File: src/rtl/lrupr_pkg.sv
// Shared types and constants for the LRU page replacement block.
package lrupr_pkg;

	localparam int SLOT_W  = 3;
	localparam int FC_W    = 4;
	localparam int TOTAL_W = 32;

	localparam logic [FC_W-1:0]    FC_RESET  = 4'd8;
	localparam logic [TOTAL_W-1:0] TOTAL_MAX = 32'hFFFF_FFFF;

	// Sequencer states
	typedef enum logic [3:0] {
		ST_IDLE   = 4'b0001,
		ST_SCAN   = 4'b0010,
		ST_DRAIN  = 4'b0100,
		ST_DECIDE = 4'b1000
	} lrupr_state_t;

	// Control from the sequencer to the scan unit
	typedef struct packed {
		logic clear;
		logic step;
	} scan_ctl_t;

endpackage

File: src/rtl/lrupr_rank.sv
// Per-frame recency ranks (0 = most recent) with the registered touch update.
module lrupr_rank #(
	parameter int FRAMES = 8,
	parameter int IW     = 3,
	parameter int CW     = 4
) (
	input  logic          clk,
	input  logic          arst_n,
	input  logic          touch_en,
	input  logic [IW-1:0] touch_slot,
	input  logic [CW-1:0] touch_cutoff,
	input  logic [CW-1:0] touch_count,
	input  logic [IW-1:0] rd_idx,
	output logic [IW-1:0] rd_rank
);

	logic [IW-1:0] rank_q [FRAMES];

	assign rd_rank = rank_q[rd_idx];

	// Touched slot goes to rank 0; younger used slots age by one.
	always_ff @(posedge clk or negedge arst_n) begin
		if (!arst_n) begin
			for (int j = 0; j < FRAMES; j++) begin
				rank_q[j] <= '0;
			end
		end else if (touch_en) begin
			for (int j = 0; j < FRAMES; j++) begin
				if (IW'(j) == touch_slot) begin
					rank_q[j] <= '0;
				end else if (CW'(j) < touch_count && CW'(rank_q[j]) < touch_cutoff) begin
					rank_q[j] <= IW'(rank_q[j] + 1'b1);
				end
			end
		end
	end

endmodule

File: src/rtl/lrupr_scan.sv
// Shared compare unit: one frame per step, page match and oldest-rank search.
module lrupr_scan #(
	parameter int IW = 3,
	parameter int PW = 16
) (
	input  logic                   clk,
	input  logic                   arst_n,
	input  lrupr_pkg::scan_ctl_t   ctl,
	input  logic [IW-1:0]          idx,
	input  logic [PW-1:0]          page_rd,
	input  logic [IW-1:0]          rank_rd,
	input  logic [PW-1:0]          key,
	output logic                   match,
	output logic [IW-1:0]          match_idx,
	output logic [IW-1:0]          match_rank,
	output logic [IW-1:0]          old_idx,
	output logic [PW-1:0]          old_page
);
	import lrupr_pkg::*;

	logic          match_q;
	logic [IW-1:0] match_idx_q;
	logic [IW-1:0] match_rank_q;
	logic [IW-1:0] old_rank_q;
	logic [IW-1:0] old_idx_q;
	logic [PW-1:0] old_page_q;

	always_ff @(posedge clk or negedge arst_n) begin
		if (!arst_n) begin
			match_q <= 1'b0;
		end else if (ctl.clear) begin
			match_q <= 1'b0;
		end else if (ctl.step && !match_q && page_rd == key) begin
			match_q <= 1'b1;
		end
	end

	always_ff @(posedge clk) begin
		if (ctl.clear) begin
			old_rank_q <= '0;
			old_idx_q  <= '0;
		end else if (ctl.step) begin
			if (!match_q && page_rd == key) begin
				match_idx_q  <= idx;
				match_rank_q <= rank_rd;
			end
			// strictly greater keeps the lowest slot on ties; slot 0 is the default
			if (idx == '0 || rank_rd > old_rank_q) begin
				old_rank_q <= rank_rd;
				old_idx_q  <= idx;
				old_page_q <= page_rd;
			end
		end
	end

	assign match      = match_q;
	assign match_idx  = match_idx_q;
	assign match_rank = match_rank_q;
	assign old_idx    = old_idx_q;
	assign old_page   = old_page_q;

endmodule

File: src/rtl/lru_page_replacement.sv
// Top level of the LRU page replacement block: sequencer, page memory, output register.
//
// Each accepted page reference is looked up among the resident frames by a
// single compare unit that walks the page memory one slot per cycle. The same
// walk finds the least recently used slot (lowest slot on ties), so a hit, a
// fill of the next empty frame or a replacement is settled in the decide step
// after it, and the recency ranks of all frames are updated together there. An
// item passes through the scan over the frames in use, a drain step and the
// decide step before the block is idle again; with no frame filled yet the
// scan and drain are skipped. The decide step waits while the previous result
// is still held in the output register. in_ready is high only in the idle
// state. Results sit in an output register, so a new item may be accepted
// while the previous result waits for out_ready. frame_count may be written
// only while the block is idle; 0 acts as 1 and values above FRAMES act as
// FRAMES. Lowering it never empties a frame. fault_total saturates at its
// maximum. No clearing pass runs after reset: the scan only compares slots
// already filled.
module lru_page_replacement #(
	parameter int FRAMES    = 8,
	parameter int PAGE_BITS = 16
) (
	input  logic                         clk,
	input  logic                         arst_n,
	input  logic                         frame_count_we,
	input  logic [lrupr_pkg::FC_W-1:0]   frame_count_wdata,
	input  logic                         in_valid,
	output logic                         in_ready,
	input  logic [PAGE_BITS-1:0]         page,
	output logic                         out_valid,
	input  logic                         out_ready,
	output logic                         hit,
	output logic [lrupr_pkg::SLOT_W-1:0] slot,
	output logic                         evicted_valid,
	output logic [PAGE_BITS-1:0]         evicted_page,
	output logic [lrupr_pkg::TOTAL_W-1:0] fault_total
);
	import lrupr_pkg::*;

	localparam int IW   = (FRAMES > 1) ? $clog2(FRAMES) : 1;  // slot index
	localparam int CW   = $clog2(FRAMES + 1);                  // frame count
	localparam int LIMW = (CW > FC_W) ? CW : FC_W;

	lrupr_state_t         state_q;
	logic [FC_W-1:0]      frame_count_q;
	logic [CW-1:0]        used_q;
	logic [TOTAL_W-1:0]   fault_q;
	logic [PAGE_BITS-1:0] page_q;
	logic [IW-1:0]        addr_q;

	// Page memory and its registered read
	logic [PAGE_BITS-1:0] frame_pages_q [FRAMES];
	logic [PAGE_BITS-1:0] rd_page_s1;
	logic                 vld_s1;
	logic [IW-1:0]        idx_s1;

	// Output register
	logic                 out_valid_q;
	logic                 hit_q;
	logic [SLOT_W-1:0]    slot_q;
	logic                 ev_valid_q;
	logic [PAGE_BITS-1:0] ev_page_q;
	logic [TOTAL_W-1:0]   total_q;

	scan_ctl_t            scan_ctl;
	logic                 sc_match;
	logic [IW-1:0]        sc_match_idx;
	logic [IW-1:0]        sc_match_rank;
	logic [IW-1:0]        sc_old_idx;
	logic [PAGE_BITS-1:0] sc_old_page;
	logic [IW-1:0]        rank_rd;

	logic                 accept;
	logic                 do_decide;
	logic [CW-1:0]        limit;
	logic                 fill;
	logic [IW-1:0]        sel_slot;
	logic [CW-1:0]        used_inc;
	logic [CW-1:0]        touch_cutoff;
	logic [CW-1:0]        touch_count;
	logic [TOTAL_W-1:0]   fault_next;

	assign in_ready  = (state_q == ST_IDLE);
	assign accept    = in_valid && in_ready;
	assign do_decide = (state_q == ST_DECIDE) && (!out_valid_q || out_ready);

	// Effective frame limit, clamped to 1..FRAMES
	always_comb begin
		if (frame_count_q == '0) begin
			limit = CW'(1);
		end else if (LIMW'(frame_count_q) > LIMW'(FRAMES)) begin
			limit = CW'(FRAMES);
		end else begin
			limit = CW'(frame_count_q);
		end
	end

	assign used_inc = CW'(used_q + 1'b1);
	assign fill     = !sc_match && (used_q < limit);

	always_comb begin
		if (sc_match) begin
			sel_slot     = sc_match_idx;
			touch_cutoff = CW'(sc_match_rank);
			touch_count  = used_q;
		end else if (fill) begin
			sel_slot     = IW'(used_q);
			touch_cutoff = used_inc;
			touch_count  = used_inc;
		end else begin
			sel_slot     = sc_old_idx;
			touch_cutoff = used_q;
			touch_count  = used_q;
		end
	end

	assign fault_next = (sc_match || fault_q == TOTAL_MAX) ? fault_q : fault_q + 1'b1;

	assign scan_ctl.clear = accept;
	assign scan_ctl.step  = vld_s1;

	// Sequencer
	always_ff @(posedge clk or negedge arst_n) begin
		if (!arst_n) begin
			state_q <= ST_IDLE;
			addr_q  <= '0;
			vld_s1  <= 1'b0;
		end else begin
			vld_s1 <= (state_q == ST_SCAN);
			case (state_q)
				ST_IDLE: begin
					addr_q <= '0;
					if (accept) begin
						state_q <= (used_q != '0) ? ST_SCAN : ST_DECIDE;
					end
				end
				ST_SCAN: begin
					addr_q <= IW'(addr_q + 1'b1);
					if (CW'(addr_q) == CW'(used_q - 1'b1)) begin
						state_q <= ST_DRAIN;
					end
				end
				ST_DRAIN: begin
					state_q <= ST_DECIDE;
				end
				ST_DECIDE: begin
					if (do_decide) begin
						state_q <= ST_IDLE;
					end
				end
				default: begin
					state_q <= ST_IDLE;
				end
			endcase
		end
	end

	always_ff @(posedge clk) begin
		idx_s1 <= addr_q;
		if (accept) begin
			page_q <= page;
		end
	end

	// Page memory: one write port, one registered read port
	always_ff @(posedge clk) begin
		if (do_decide && !sc_match) begin
			frame_pages_q[sel_slot] <= page_q;
		end
		rd_page_s1 <= frame_pages_q[addr_q];
	end

	// Architectural state
	always_ff @(posedge clk or negedge arst_n) begin
		if (!arst_n) begin
			frame_count_q <= FC_RESET;
			used_q        <= '0;
			fault_q       <= '0;
		end else begin
			if (frame_count_we) begin
				frame_count_q <= frame_count_wdata;
			end
			if (do_decide) begin
				fault_q <= fault_next;
				if (fill) begin
					used_q <= used_inc;
				end
			end
		end
	end

	// Output register
	always_ff @(posedge clk or negedge arst_n) begin
		if (!arst_n) begin
			out_valid_q <= 1'b0;
		end else if (do_decide) begin
			out_valid_q <= 1'b1;
		end else if (out_ready) begin
			out_valid_q <= 1'b0;
		end
	end

	always_ff @(posedge clk) begin
		if (do_decide) begin
			hit_q      <= sc_match;
			slot_q     <= SLOT_W'(sel_slot);
			ev_valid_q <= !sc_match && !fill;
			ev_page_q  <= (!sc_match && !fill) ? sc_old_page : '0;
			total_q    <= fault_next;
		end
	end

	lrupr_scan #(
		.IW (IW),
		.PW (PAGE_BITS)
	) u_scan (
		.clk        (clk),
		.arst_n     (arst_n),
		.ctl        (scan_ctl),
		.idx        (idx_s1),
		.page_rd    (rd_page_s1),
		.rank_rd    (rank_rd),
		.key        (page_q),
		.match      (sc_match),
		.match_idx  (sc_match_idx),
		.match_rank (sc_match_rank),
		.old_idx    (sc_old_idx),
		.old_page   (sc_old_page)
	);

	lrupr_rank #(
		.FRAMES (FRAMES),
		.IW     (IW),
		.CW     (CW)
	) u_rank (
		.clk          (clk),
		.arst_n       (arst_n),
		.touch_en     (do_decide),
		.touch_slot   (sel_slot),
		.touch_cutoff (touch_cutoff),
		.touch_count  (touch_count),
		.rd_idx       (idx_s1),
		.rd_rank      (rank_rd)
	);

	assign out_valid     = out_valid_q;
	assign hit           = hit_q;
	assign slot          = slot_q;
	assign evicted_valid = ev_valid_q;
	assign evicted_page  = ev_page_q;
	assign fault_total   = total_q;

endmodule

File: config.mk
export PLATFORM = sky130hd
export DESIGN_NAME = lru_page_replacement
export DESIGN_NICKNAME = d
export VERILOG_FILES = /design/src/rtl/lrupr_pkg.sv /design/src/rtl/lrupr_rank.sv /design/src/rtl/lrupr_scan.sv /design/src/rtl/lru_page_replacement.sv
export SDC_FILE = /design/constraint.sdc
export NUM_CORES = 1
export LEC_CHECK = 0
export BUFFER_PORTS_ARGS = -buffer_cell sky130_fd_sc_hd__buf_2
export CAP_MARGIN = 20
export CORE_MARGIN = 5
export CORE_UTILIZATION = 40
export CTS_BUF_LIST = sky130_fd_sc_hd__clkbuf_2
export CTS_CLUSTER_SIZE = 16
export DETAILED_ROUTE_END_ITERATION = 10
export GPL_TIMING_DRIVEN = 0
export PLACE_DENSITY = 0.58
export SLEW_MARGIN = 25
export SYNTH_ARGS = -nofsm -noshare
export SYNTH_HDL_FRONTEND = slang
export SYNTH_HIERARCHICAL = 1
export SYNTH_SLANG_ARGS = --single-unit
File: constraint.sdc
create_clock -name clk -period 6.35 [get_ports clk]
set_clock_uncertainty 0.2 [all_clocks]
set_input_delay 0.3175 -clock clk [delete_from_list [all_inputs] [get_ports clk]]
set_output_delay 0.3175 -clock clk [all_outputs]
set_load 0.02 [all_outputs]
# --- Word level (Yosys, flattened, before mapping) ---
# Memory sizes are Yosys's and may differ from the RTL's. A register that Yosys moved wholly into a read port is not among the register bits.
# Index checks and enable logic that the tools add are counted.
totals:
  register_bits: 174
  ram_bits: 128
  in_bits: 25
  mem_count: 1
classes:
  add_sub_neg: 12
  magnitude_cmp: 20
  n_eq_ne: 17
  n_mux: 39
  n_bitwise: 2
  reduce_logical: 49
memory_table:
  columns: ["memory", "depth", "word_bits", "rd", "rd_clocked_by_memory_dff", "write_ports", "line", "text"]
  rows:
  - ["frame_pages_q", 8, 16, 1, 1, 1, "lru_page_replacement.sv:51", "logic [PAGE_BITS-1:0] frame_pages_q [FRAMES];"]
op_table:
  columns: ["cell", "n"]
  rows:
  - ["2-to-1 mux 3 bit", 20]
  - ["2-to-1 mux 4 bit", 9]
  - ["adder 32 x 1 -> 32 bit, second input constant", 1]
  - ["== test 32 bit, second input constant", 1]
  - ["< comparator 3 x 4 -> 1 bit", 8]
  - ["2-to-1 mux 32 bit", 1]
  - ["adder 3 x 1 -> 3 bit, second input constant", 9]
  - ["nonzero test 2 bit", 11]
  - ["AND reduction 2 bit", 9]
  - ["== test 16 bit", 1]
  - ["logical AND 1 bit", 16]
  - ["< comparator 3 x 4 -> 1 bit, first input constant", 4]
  - ["case mux 4 bit (4 select lines)", 1]
  - ["== test 3 bit, first input constant", 4]
  - ["binary-select mux 3 bit (select 3 bit)", 1]
  - ["AND reduction 3 bit", 3]
  - ["< comparator 1 x 4 -> 1 bit, first input constant", 2]
  - ["< comparator 2 x 4 -> 1 bit, first input constant", 2]
  - ["== test 2 x 3 -> 1 bit, first input constant", 2]
  - ["logical NOT 3 bit", 2]
  - ["2-to-1 mux 1 bit", 6]
  - ["case mux 3 bit (2 select lines)", 1]
  - ["adder 4 x 1 -> 4 bit, second input constant", 1]
  - ["== test 3 x 4 -> 1 bit", 1]
  - ["other kinds (18)", 23]

# --- Longest topological paths before layout ---
logic_depth:
  word_depth: 11
  depth_mapped: 16
  ltp_nobuf: 15

# --- Cells and area by module ---
# Netlist, hierarchy kept.
modules_own_cells:
  columns: ["mod", "n_inst", "cells_per_inst", "area_each_um2", "seq_area_each_um2"]
  rows:
  - ["lru_page_replacement", 1, 686, 10814.1, 7524.7]
  - ["lrupr_rank", 1, 207, 1981.9, 600.6]
  - ["lrupr_scan", 1, 87, 1248.7, 805.8]

# --- Worst setup path after synthesis ---
# Ideal clock, no wire load.
synth_path:
  kind: "register to register"
  start: "register state_q[1]"
  end: "memory frame_pages_q[1][0], enable pin"
  setup_ns: 0.430
  arrival_ns: 5.820
  slack_ns: -0.101
  stages_incl_launch_ff: 7
  path_buffers: 2
  cell_sequence: "dfrtp_1 -> or4b_4 -> nor2_1 -> nand2_1 -> buf_2 -> buf_2 -> nor4_1"
synth_between:
  elab_chain_cells: 5
synth_rtl:
  columns: ["element", "line", "text"]
  rows:
  - ["start: declaration", "lru_page_replacement.sv:43", "lrupr_state_t state_q;"]
  - ["start signal: assignment", "lru_page_replacement.sv:133", "state_q <= (used_q != '0) ? ST_SCAN : ST_DECIDE;"]
  - ["== test 4 bit", "lru_page_replacement.sv:84", "assign do_decide = (state_q == ST_DECIDE) && (!out_valid_q || out_ready);"]
  - ["logical AND 1 bit", "lru_page_replacement.sv:84", null]
  - ["via do_decide", "lru_page_replacement.sv:73", "logic do_decide;"]
  - ["logical AND 1 bit", "lru_page_replacement.sv:166", "if (do_decide && !sc_match) begin"]
  - ["2-to-1 mux 1 bit", "lru_page_replacement.sv:166", null]
  - ["2-to-1 mux 1 bit (not written as such)", "lru_page_replacement.sv:167", "frame_pages_q[sel_slot] <= page_q;"]
  - ["end: declaration", "lru_page_replacement.sv:51", null]
# The timed path passes the listed nets, and every way through them passes these cells.

# --- Worst setup path in the final report ---
layout_path:
  start: "register state_q[1]"
  end: "memory frame_pages_q[1][8], enable pin"
# The elaborated chain is that of the path after synthesis.

==> flow_summary_export.csv <==
group,metric,value,unit
timing,period_share,0.695,
cts,root_buffer,"clkbuf_2",
cts,post_cts_resized,0,
setup_path,r2r_slack,1.94,ns
logic_synthesis,ys_dominant_reg_cell,"edfxtp_1",
route,wire_per_inst,18.5,microns
floorplanning,initial_core_util,0.406,
cts,postCtsSetupBuffers,0,
logic_synthesis,yosysWarningCount,6,
logic_synthesis,yosysTopAreaCellShare,0.468,
setup_path,crit_fanout,18,
pwr,p_leak,6.44,nW
pwr,powerDensity,345,mW/mm^2
timing,post-route-min-period,4.41,ns
timing,final_hold_viol_count,0,
timing,rsz0062_at_grt,"no",
final_layout,drive_gt1_frac,0.277,
timing,drv_slew,0,
logic_synthesis,postSynthCellCount,980,
cts,cts_buffer_depth,3,
worst_hold_path,hp-class,"input port to register",
timing,max_freq,0.227,GHz
setup_path,start_kind,"register",
grt,grt_pass1_vias,9260,
final_layout,postLayoutCoreUtil,0.481,
timing,slew_headroom,0.333,
cts,cts_sinks,318,
timing,setup_ws,1.94,ns
logic_synthesis,syn_avg_cell_area,14.3,sq um
logic_synthesis,synth_seq_cells,318,
logic_synthesis,async_flop_share,0.233,
logic_synthesis,synthTopCellsByArea,"edfxtp_1 (47%), dfrtp_1 (13%), mux4_2 (6.1%)",
grt,antenna_found_initial,4,
placed_design,dp_hpwl,21900,microns
logic_synthesis,syn_area,0.0140,sq mm
job,max_cap_violations,0,
route,route.detailed.drc,0,
setup_path,crit_path_end_kind,"register",
setup_path,arrival,4.85,ns
logic_synthesis,synth_area_leader_cell,"edfxtp_1",
floorplanning,die-area,0.0390,sq mm
route,routed_wl,32500,microns
route,drtPass1Iterations,5,
grt,grt_pass1_wl,51100,microns
floorplanning,fp.dieH,197,microns
logic_synthesis,seq_area_frac_synth,0.636,
worst_hold_path,min_delay_path_depth,4,
status,status,"complete, no violations",
timing,tightest_slew,1.00,ns
setup_path,crit_required,6.78,ns
cts,htree_levels,3,
route,via_per_inst,5.17,
setup_path,r2r_cells,11,
placed_design,place_congestion,0.827,
grt,grt_usage,0.168,
route,drtIter0Drc,594,
cts,clock_latency,0.98,ns
grt,grt_max_degree,47,
final_layout,fin_nets,1281,
cts,cts_tree,"yes",
logic_synthesis,syn-num-nets,1039,
route,vias,9057,
logic_synthesis,synth.distinct_cells,78,
final_layout,area_delta_synth_final,18.5,%
floorplanning,io_pins,80,
pwr,ir_drop,0.175,mV
logic_synthesis,synth-edff-count,219,
floorplanning,die_w,197,microns
final_layout,fill_cells,3128,
floorplanning,coreArea,0.0346,sq mm
floorplanning,rows,68,
placed_design,io_buffers,79,
route,ant_nets,0,
cts,cts_hold_buffers,49,
grt,grt_overflow,0,
cts,clkSlewWorstSetupHoldPaths,0.11,ns
setup_path,path_class,"register to register",
placed_design,detailedPlace.worstSlack,1.95,ns
timing,finalSetupViolCount,0,
cts,numCtsBuffers,84,
==> final timing paths <==
path,start,to
worst max-delay path,state_q[1]$_DFFE_PN0P_,frame_pages_q[1][8]$_DFFE_PP_
max in group asynchronous,arst_n,frame_count_q[3]$_DFFE_PN1P_
worst max register to register,state_q[1]$_DFFE_PN0P_,frame_pages_q[1][8]$_DFFE_PP_
worst min-delay path,out_ready,out_valid$_DFFE_PN0P_
min in group asynchronous,arst_n,fault_q[16]$_DFFE_PN0P_
worst min register to register,addr_q[2]$_DFFE_PN0P_,idx_s1[2]$_DFF_P_
==> where the power goes <==
group | internal, mW | switching (mW) | total, mW | leakage [nW]
combinational | 0.683 | 0.984 | 1.67 | 2.71
sequential | 2.47 | 0.176 | 2.65 | 3.14
clock | 0.567 | 0.859 | 1.43 | 0.587
total | 3.72 | 2.02 | 5.74 | 6.44
==> worst max-delay path, stage by stage, from the launching register on <==
cell and delay, ns:
dfrtp_1 0.45, or4b_4 0.59, nor2_4 0.41, buf_16 0.22
buf_12 0.18, nand2_1 0.14, buf_2 0.25, buf_2 0.24
nor4_2 0.62, buf_2 0.33, buf_2 0.23, buf_2 0.22
==> layer usage <==
layer  part of all wire  track usage  vias up
met5            0.00040            0        -
met4              0.019       0.0562        2
met3              0.053       0.0396       49
met2               0.50        0.277      220
met1               0.43        0.221     4507
li1                   -            -     4279
==> cells in the final DEF (no fill, tap or decap), drive strengths merged, types with 29 or more instances in the layout <==
cell and n:
nor3 31, xnor2 38, xor2 45, clkbuf 148, mux4 38, nand2 55
edfxtp 219, nand3 38, nor2 45, dlygate4sd3 48, buf 124, ha 34
inv 38, dfrtp 72, clkinv 29
==> sequential cells by signal, indices dropped and copies added, names as in the netlist, 4 cells and up <==
| name | flops |
|---|---|
| evicted_page | 16 |
| fault_q | 32 |
| fault_total | 32 |
| frame_count_q | 4 |
| frame_pages_q | 128 |
| page_q | 16 |
| rd_page_s1 | 16 |
| state_q | 4 |
| u_rank/rank_q | 24 |
| u_scan/old_page | 16 |
| used_q | 4 |
==> area by class of cell <==
type | instances | area, sq um | share of cell area
diodes | 5 | 12.5 | 0.000752
plain buffers | 42 | 176 | 0.0106
clock buffers | 122 | 611 | 0.0367
clock inverters | 34 | 174 | 0.0105
inverters | 35 | 131 | 0.00789
multi-input cells | 585 | 4880 | 0.293
flip-flops and latches | 318 | 8930 | 0.537
well taps | 455 | 569 | 0.0342
repair buffers | 156 | 1150 | 0.0693
==> synth_stat cells, types with 3 or more instances <==
cell type / n
or4_1: 5
inv_1: 34
o21ai_1: 9
xor2_1: 45
nand2_1: 55
nor2_1: 45
a31o_1: 6
o21ai_0: 16
nor2b_1: 6
a32o_1: 3
a22o_1: 3
edfxtp_1: 219
dfxtp_1: 25
nand2b_1: 10
ha_1: 34
mux2i_1: 6
mux2_2: 28
or3_1: 5
o22ai_1: 5
a21o_1: 7
and3_1: 21
nand3b_1: 3
clkbuf_1: 26
nand4_1: 16
nand3_1: 36
a31oi_1: 5
a21oi_1: 22
mux4_2: 38
nor4_1: 20
o21a_1: 4
nor3b_1: 4
and4b_1: 3
o211ai_1: 4
o31ai_1: 4
a211oi_1: 3
nor3_1: 28
buf_2: 15
dfrtp_1: 72
a21o_2: 3
xnor2_1: 38
==> through the flow <==
stage                     power (mW)  hold WS [ns]  TNS, ns  cell area [sq um]  cells
after floorplan                 3.82        -0.178        0              14000    980
after global placement          4.26         0.158  -284.86              15000   1514
after detailed placement        4.33        0.0900        0              15300   1542
after CTS                       5.81        0.0436        0              16600   1747
after global routing            6.12        0.0839        0              16600   1752
final                           5.74         0.132        0              16600   1752
==> cells by family after synthesis <==
logic type	count (synthesis)	share of synthesized area
flip-flops	318	0.636
buffers and inverters	77	0.0219
adder cells (fa/ha/maj)	34	0.0303
AND/OR/NAND/NOR	277	0.108
XOR/XNOR	83	0.0518
AO/OA/AOI/OAI	119	0.0648
multiplexers	72	0.0877
No activity file was read; power rests on OpenSTA's default activity.
